===== src/edtm_pkg.sv =====
// ----------------------------------------------------------------------------
// Edit distance threshold match package
// Shared sizes, request codes and constants for the edit distance block.
// ----------------------------------------------------------------------------
package edtm_pkg;

  localparam int MAX_LEN = 64;

  localparam int REQ_W  = 2;
  localparam int SYM_W  = 8;
  localparam int DIST_W = 7;

  localparam int LEN_W = $clog2(MAX_LEN + 1);
  localparam int IDX_W = $clog2(MAX_LEN);
  localparam int COST_W = $clog2(MAX_LEN + 2);

  localparam logic [REQ_W-1:0] REQ_FIRST  = 2'd0;
  localparam logic [REQ_W-1:0] REQ_SECOND = 2'd1;
  localparam logic [REQ_W-1:0] REQ_FINISH = 2'd2;

  localparam logic [DIST_W-1:0] DIST_CAP = 7'd127;
  localparam logic [DIST_W-1:0] MAX_DIST_RESET = 7'd2;

endpackage


===== src/edtm_if.sv =====
// ----------------------------------------------------------------------------
// Edit distance threshold match channels
// Valid/ready channels for requests and for reported results.
// ----------------------------------------------------------------------------
interface edtm_req_if;
  logic                         valid;
  logic                         ready;
  logic [edtm_pkg::REQ_W-1:0]   req_type;
  logic [edtm_pkg::SYM_W-1:0]   symbol;

  modport source (output valid, output req_type, output symbol, input ready);
  modport sink (input valid, input req_type, input symbol, output ready);
endinterface

interface edtm_rsp_if;
  logic                         valid;
  logic                         ready;
  logic [edtm_pkg::DIST_W-1:0]  distance;
  logic                         within_limit;
  logic                         too_long;

  modport source (output valid, output distance, output within_limit, output too_long,
                  input ready);
  modport sink (input valid, input distance, input within_limit, input too_long,
                output ready);
endinterface


===== src/edit_distance_threshold_match.sv =====
// ----------------------------------------------------------------------------
// Edit distance threshold match
// Levenshtein distance between two byte strings, compared with a limit.
//
// Requests arrive on the req channel as valid/ready transactions. An append
// request stores one byte of the first string. A second-string request
// sweeps the stored cost row with one shared min cell, one cell per
// cycle. A finish request reads the final cell of the cost row; in its report
// step, once the output register is free, it places distance, within_limit
// and too_long in the rsp output register, raises rsp valid and
// clears both strings. The block accepts no request while a sweep or a
// report is in progress. A finished result may wait in the output register
// while further append and second-string requests are accepted; a finish
// waits in its report step until the receiver has taken the previous result.
// Bytes beyond 64 per string are dropped and flagged as too long.
// Reset is synchronous: both strings are emptied, the cost row reads as its
// initial values, and max_distance returns to 2. The cfg port writes
// max_distance and is meant to be used only while the block is idle.
// ----------------------------------------------------------------------------
module edit_distance_threshold_match (
  input  logic                        clk,
  input  logic                        rst,
  input  logic                        cfg_wr_en,
  input  logic [edtm_pkg::DIST_W-1:0] cfg_wr_data,
  edtm_req_if.sink                    req,
  edtm_rsp_if.source                  rsp
);

  localparam int LEN_W = edtm_pkg::LEN_W;
  localparam int IDX_W = edtm_pkg::IDX_W;
  localparam int COST_W = edtm_pkg::COST_W;
  localparam int DIST_W = edtm_pkg::DIST_W;
  localparam int SYM_W = edtm_pkg::SYM_W;

  localparam logic [1:0] ST_IDLE   = 2'd0;
  localparam logic [1:0] ST_SWEEP  = 2'd1;
  localparam logic [1:0] ST_REPORT = 2'd2;

  logic [1:0]                state;
  logic [IDX_W-1:0]          cnt;
  logic [LEN_W-1:0]          first_length;
  logic [LEN_W-1:0]          second_length;
  logic                      overflow_seen;
  logic [DIST_W-1:0]         max_distance;
  logic [edtm_pkg::MAX_LEN-1:0] row_valid;
  logic [SYM_W-1:0]          sym;
  logic [COST_W-1:0]         diag;
  logic [COST_W-1:0]         left;

  logic [COST_W-1:0]         cost_mem [edtm_pkg::MAX_LEN];
  logic [SYM_W-1:0]          fb_mem [edtm_pkg::MAX_LEN];
  logic [COST_W-1:0]         rd_cost;
  logic [SYM_W-1:0]          rd_fb;
  logic                      rd_valid;
  logic [IDX_W-1:0]          rd_idx;

  logic                      out_valid;
  logic [DIST_W-1:0]         out_distance;
  logic                      out_within;
  logic                      out_too_long;

  logic                      req_fire;
  logic                      out_free;
  logic                      fb_we;
  logic                      cost_we;
  logic                      last_cell;
  logic [IDX_W-1:0]          fin_addr;
  logic [IDX_W-1:0]          rd_addr;
  logic [COST_W-1:0]         above;
  logic [COST_W-1:0]         sub_cost;
  logic [COST_W-1:0]         min_ab;
  logic [COST_W-1:0]         cell_new;
  logic [COST_W-1:0]         fin_value;
  logic [DIST_W-1:0]         dist_sat;

  assign req.ready = (state == ST_IDLE);
  assign req_fire = req.valid && req.ready;
  assign out_free = !out_valid || rsp.ready;

  assign rsp.valid = out_valid;
  assign rsp.distance = out_distance;
  assign rsp.within_limit = out_within;
  assign rsp.too_long = out_too_long;

  assign fin_addr = IDX_W'(first_length - LEN_W'(1));
  assign last_cell = (LEN_W'(cnt) + LEN_W'(1)) == first_length;

  always_comb begin
    case (state)
      ST_SWEEP: rd_addr = cnt + IDX_W'(1);
      ST_REPORT: rd_addr = fin_addr;
      default: begin
        if (req.req_type == edtm_pkg::REQ_FINISH) begin
          rd_addr = fin_addr;
        end else begin
          rd_addr = '0;
        end
      end
    endcase
  end

  assign fb_we = req_fire && (req.req_type == edtm_pkg::REQ_FIRST) &&
                 (first_length < LEN_W'(edtm_pkg::MAX_LEN));
  assign cost_we = (state == ST_SWEEP);

  // A cell never swept since the last finish or reset reads as its own index plus one.
  assign above = rd_valid ? rd_cost : COST_W'(rd_idx) + COST_W'(1);
  assign sub_cost = diag + ((rd_fb != sym) ? COST_W'(1) : COST_W'(0));
  assign min_ab = (above < left) ? above : left;
  assign cell_new = ((min_ab + COST_W'(1)) < sub_cost) ? min_ab + COST_W'(1) : sub_cost;

  assign fin_value = (first_length == '0) ? COST_W'(second_length) : above;
  assign dist_sat = (int'(fin_value) > int'(edtm_pkg::DIST_CAP)) ? edtm_pkg::DIST_CAP :
                    DIST_W'(fin_value);

  always_ff @(posedge clk) begin
    if (fb_we) begin
      fb_mem[first_length[IDX_W-1:0]] <= req.symbol;
    end
    if (cost_we) begin
      cost_mem[cnt] <= cell_new;
    end
    rd_cost <= cost_mem[rd_addr];
    rd_fb <= fb_mem[rd_addr];
    rd_valid <= row_valid[rd_addr];
    rd_idx <= rd_addr;
  end

  always_ff @(posedge clk) begin
    if (rst) begin
      state <= ST_IDLE;
      first_length <= '0;
      second_length <= '0;
      overflow_seen <= 1'b0;
      row_valid <= '0;
      max_distance <= edtm_pkg::MAX_DIST_RESET;
      out_valid <= 1'b0;
    end else begin
      if (cfg_wr_en) begin
        max_distance <= cfg_wr_data;
      end
      if (out_valid && rsp.ready && state != ST_REPORT) begin
        out_valid <= 1'b0;
      end
      case (state)
        ST_IDLE: begin
          if (req_fire) begin
            case (req.req_type)
              edtm_pkg::REQ_FIRST: begin
                if (first_length < LEN_W'(edtm_pkg::MAX_LEN)) begin
                  first_length <= first_length + LEN_W'(1);
                end else begin
                  overflow_seen <= 1'b1;
                end
              end
              edtm_pkg::REQ_SECOND: begin
                if (second_length < LEN_W'(edtm_pkg::MAX_LEN)) begin
                  second_length <= second_length + LEN_W'(1);
                  if (first_length != '0) begin
                    state <= ST_SWEEP;
                  end
                end else begin
                  overflow_seen <= 1'b1;
                end
              end
              edtm_pkg::REQ_FINISH: begin
                state <= ST_REPORT;
              end
              default: begin
              end
            endcase
          end
        end
        ST_SWEEP: begin
          row_valid[cnt] <= 1'b1;
          if (last_cell) begin
            state <= ST_IDLE;
          end
        end
        ST_REPORT: begin
          if (out_free) begin
            out_valid <= 1'b1;
            first_length <= '0;
            second_length <= '0;
            overflow_seen <= 1'b0;
            row_valid <= '0;
            state <= ST_IDLE;
          end
        end
        default: begin
          state <= ST_IDLE;
        end
      endcase
    end
  end

  always_ff @(posedge clk) begin
    if (state == ST_IDLE) begin
      cnt <= '0;
      sym <= req.symbol;
      diag <= COST_W'(second_length);
      left <= COST_W'(second_length) + COST_W'(1);
    end else if (state == ST_SWEEP) begin
      cnt <= cnt + IDX_W'(1);
      diag <= above;
      left <= cell_new;
    end
    if (state == ST_REPORT && out_free) begin
      out_distance <= dist_sat;
      out_within <= !overflow_seen && (dist_sat <= max_distance);
      out_too_long <= overflow_seen;
    end
  end

  a_sweep_in_range: assert property (@(posedge clk) disable iff (rst)
    state == ST_SWEEP |-> LEN_W'(cnt) < first_length)
    else $error("sweep counter ran past the first string");

  a_finish_clears: assert property (@(posedge clk) disable iff (rst)
    (state == ST_REPORT && out_free) |=>
      (first_length == '0 && second_length == '0 && !overflow_seen && rsp.valid))
    else $error("finish did not report and clear the strings");

  a_flags_exclusive: assert property (@(posedge clk) disable iff (rst)
    rsp.valid |-> !(rsp.within_limit && rsp.too_long))
    else $error("overflowed result reported as within limit");

endmodule


===== src/flat_wrapper.sv =====
// flat-port wrapper written by rule: the top's interface ports become plain ports
module edit_distance_threshold_match_flat 
  (clk, rst, cfg_wr_en, cfg_wr_data, req_valid, req_req_type, req_symbol, req_ready, rsp_valid, rsp_distance, rsp_within_limit, rsp_too_long, rsp_ready);
  edtm_req_if req_i ();
  edtm_rsp_if rsp_i ();
  input  logic clk;
  input  logic rst;
  input  logic cfg_wr_en;
  input  logic [edtm_pkg::DIST_W-1:0] cfg_wr_data;
  input wire logic [$bits(req_i.valid)-1:0] req_valid;
  input wire logic [$bits(req_i.req_type)-1:0] req_req_type;
  input wire logic [$bits(req_i.symbol)-1:0] req_symbol;
  output wire logic [$bits(req_i.ready)-1:0] req_ready;
  output wire logic [$bits(rsp_i.valid)-1:0] rsp_valid;
  output wire logic [$bits(rsp_i.distance)-1:0] rsp_distance;
  output wire logic [$bits(rsp_i.within_limit)-1:0] rsp_within_limit;
  output wire logic [$bits(rsp_i.too_long)-1:0] rsp_too_long;
  input wire logic [$bits(rsp_i.ready)-1:0] rsp_ready;
  assign req_i.valid = req_valid;
  assign req_i.req_type = req_req_type;
  assign req_i.symbol = req_symbol;
  assign req_ready = req_i.ready;
  assign rsp_valid = rsp_i.valid;
  assign rsp_distance = rsp_i.distance;
  assign rsp_within_limit = rsp_i.within_limit;
  assign rsp_too_long = rsp_i.too_long;
  assign rsp_i.ready = rsp_ready;
  edit_distance_threshold_match u_core (.clk(clk), .rst(rst), .cfg_wr_en(cfg_wr_en), .cfg_wr_data(cfg_wr_data), .req(req_i), .rsp(rsp_i));
endmodule

===== config.mk =====
export PLATFORM = sky130hd
export DESIGN_NAME = edit_distance_threshold_match_flat
export DESIGN_NICKNAME = d
export VERILOG_FILES = /design/src/edtm_pkg.sv /design/src/edtm_if.sv /design/src/edit_distance_threshold_match.sv /design/src/flat_wrapper.sv
export SDC_FILE = /design/constraint.sdc
export NUM_CORES = 2
export LEC_CHECK = 0
export ABC_AREA = 1
export BUFFER_PORTS_ARGS = -buffer_cell sky130_fd_sc_hd__buf_2
export CAP_MARGIN = 20
export CORE_MARGIN = 2
export CORE_UTILIZATION = 55
export CTS_BUF_LIST = sky130_fd_sc_hd__clkbuf_8 sky130_fd_sc_hd__clkbuf_16
export CTS_CLUSTER_DIAMETER = 40
export DETAILED_ROUTE_END_ITERATION = 8
export HOLD_SLACK_MARGIN = 0.1
export PLACE_DENSITY = 0.71
export SLEW_MARGIN = 30
export SYNTH_ARGS = -nofsm -noshare
export SYNTH_HDL_FRONTEND = slang
export SYNTH_SLANG_ARGS = --single-unit
export TNS_END_PERCENT = 1

===== constraint.sdc =====
create_clock -name clk -period 6.8 [get_ports clk]
set_input_delay 0.68 -clock clk [delete_from_list [all_inputs] [get_ports clk]]
set_output_delay 0.68 -clock clk [all_outputs]
set_load 0.02 [all_outputs]

==> results.toml <==
[synth]
syn_nets = 3843
synth.distinct_cells = 45
synth_area_per_cell_sq_um = 12.3
yosysWarnings = 0
yosysTopAreaCell = "edfxtp_1"
synth.area.top_cells = "edfxtp_1 64%, o211ai_1 7.9%, dfxtp_1 5.0%"
synth.yosys.seq_area_share = 0.686
syn-cell-area_sq_um = 46800
ys_ff_latch = 1108
netlist.area_leader.share = 0.636
syn_inst = 3789

[setup_path]
path_common_cell = "nand2_1"
start_kind = "flop"
path_delay_family = "simple AND/OR/NAND/NOR gates"
cp.arrival_ns = 5.38
crit_buf_inv = 4
cp_slowest_stage_delay_ns = 0.61
path_cells = "ha_1 -> nand2_1 -> nor2_1 -> a22oi_1 -> inv_1 -> ha_1 -> a21oi_1 -> o21a_1 -> nand2_1 -> nand2_1 -> nand2_1 -> nand2_1 -> inv_1 -> nand3_1 -> nand2_1 -> nand2_1 -> inv_1 -> ha_1 -> nand2_1 -> o21a_1 -> nand2_2 -> inv_2 -> nand2_1 -> and2_4"
cpMaxStageDelayCell = "and2_4"
path_max_fanout = 64
required_ns = 7.21
path_class = "reg2reg"
cp-end-kind = "flop"

[sta]
clock_skew_ns = 0.0243
fin_crit_sh = 0.730
worstMarginPinSlew_ns = 1.06
relSlewSlack = 0.289
max_freq_mhz = 201
slew_violations = 0
grt_setup_unrepaired = "false"
period_needed_ns = 4.97
fin_setup_tns_ns = 0
setup_viol = 0
final_hold_viol_count = 0

[cells_and_area]
fin_nets = 3819
final_common_cell = "edfxtp_1"
syn_to_final_growth_pct = 12.6
n_fill_cell = 6220
final_cell_mix = "991 x edfxtp_1, 492 x o211ai_1, 379 x nand3_1"
stdcell_count = 5011
layout-drive-gt1-share = 0.109

[clock_network]
clockBufferDepth = 3
cts.htree.levels = 4
cts_buffers = 136
postCtsHoldBufs = 0
insertion_delay_ns = 0.73
clk_pin_slew_ns = 0.05
tritoncts = "built"
ctsResizeCount = 0
cts_sinks = 1108
post-cts-setup-buffers = 0
root_buffer = "clkbuf_16"

[routing]
drt-pass1-iter-count = 6
vias_per_cell = 6.15
drc = 0
wl_um = 117000
vias = 30800
ant_nets = 0
wl_per_cell_um = 23.4
drt_iter0_drc = 3784

[floorplan]
core_region_area_sq_um = 84000
fp-row-count = 106
die_y_um = 296
dieWidth_um = 296
start_util = 0.557
io_pins = 33
dieArea_sq_um = 87400

[worst_hold_path]
hp-class = "in2reg"

[place]
dp.cells = 4759
hpwl_um = 64400
port_buffers = 32
gp_congestion = 0.896

[global_routing]
grt_max_degree = 259
grt_pass1_vias = 29400
grt_overflow = 0
grt_use_total = 0.270
grt_pass1_wl_um = 178000
antenna_found_initial = 1

[outcome]
outcome = "finished, final reports clean"

[job]
max-cap-violations = 0
## stage by stage
stage | util | setup slack, ns | hold WS [ns] | cell area, sq um
floorplan | - | 2.29 | 0.426 | 46800
global placement | 0.568 | 1.69 | 0.438 | 47700
detailed placement | 0.569 | 1.94 | 0.443 | 47800
CTS | 0.626 | 1.91 | 0.153 | 52600
global route | 0.627 | 1.30 | 0.194 | 52700
finish | 0.627 | 1.83 | 0.180 | 52700
## synthesized netlist by cell type, drive strengths merged
master    n
nand2   257
o211ai  501
nand4    17
a31oi    28
nor3     74
edfxtp  991
nor2    309
clkinv    2
or4       1
o21ai   234
a22oi     1
a21oi    70
a21boi    1
clkbuf   86
nor3b     1
dfxtp   117
nand3b    4
a221oi    1
a211oi    2
o21bai    1
xnor2     8
nand3   379
inv     194
ha       32
buf     173
xor2     19
o22ai     9
and2      6
or2     268
o21a      3
## path summary, 6_finish.rpt
kind	startpoint	to	slack, ns	cells past startpoint
worst max-delay path	u_core.rd_idx[0]	u_core.cost_mem[15][6]	1.83	24
worst min-delay path	cfg_wr_data[1]	u_core.max_distance[1]	0.18	3
worst max register to register	u_core.rd_idx[0]	u_core.cost_mem[15][6]	1.83	24
worst min register to register	u_core.row_valid[61]	u_core.row_valid[61]	0.45	2
## final cells by class
type                       count  area [sq um]  share of cell area
timing repair buffer          97           779              0.0148
clock inverter               103          1160              0.0221
tap                         1134          1420              0.0269
clock buffer                 146          3590              0.0681
inverter                     196           772              0.0147
multi-input combinational   2226         12800               0.244
antenna                        1          2.50           0.0000475
sequential                  1108         32100               0.610
## sequential cells by signal, summed over array words and instances (netlist names), 8 cells and up
register          count
u_core.cost_mem     448
u_core.row_valid     64
u_core.fb_mem       512
u_core.rd_fb          8
u_core.sym            8
## routing by layer
metal	up-vias	GRT usage	share of wire
met5	-	0	0
li1	14000	-	-
met1	15100	0.391	0.42
met4	0	0.0828	0.025
met2	1451	0.417	0.46
met3	229	0.0485	0.093
## cells by family (layout without fill, tap and decap cells)
kind of cell | after synthesis | after routing | share of synthesized area
flops | 1108 | 1108 | 0.686
buf+inv | 455 | 542 | 0.0448
other cells | 0 | 1 | 0
compound gates | 851 | 851 | 0.121
fa+ha+maj | 32 | 32 | 0.00856
xor+xnor | 27 | 27 | 0.00506
simple gates | 1316 | 1316 | 0.134
## worst min-delay path, delay by kind of cell
family	cells	cell delay, ns
compound gates	2	0.11
buf+inv	1	0.08
Power is left out: the tool's default activity adds up to more than one toggle a clock period on the data nets, which glitch-free logic cannot reach.
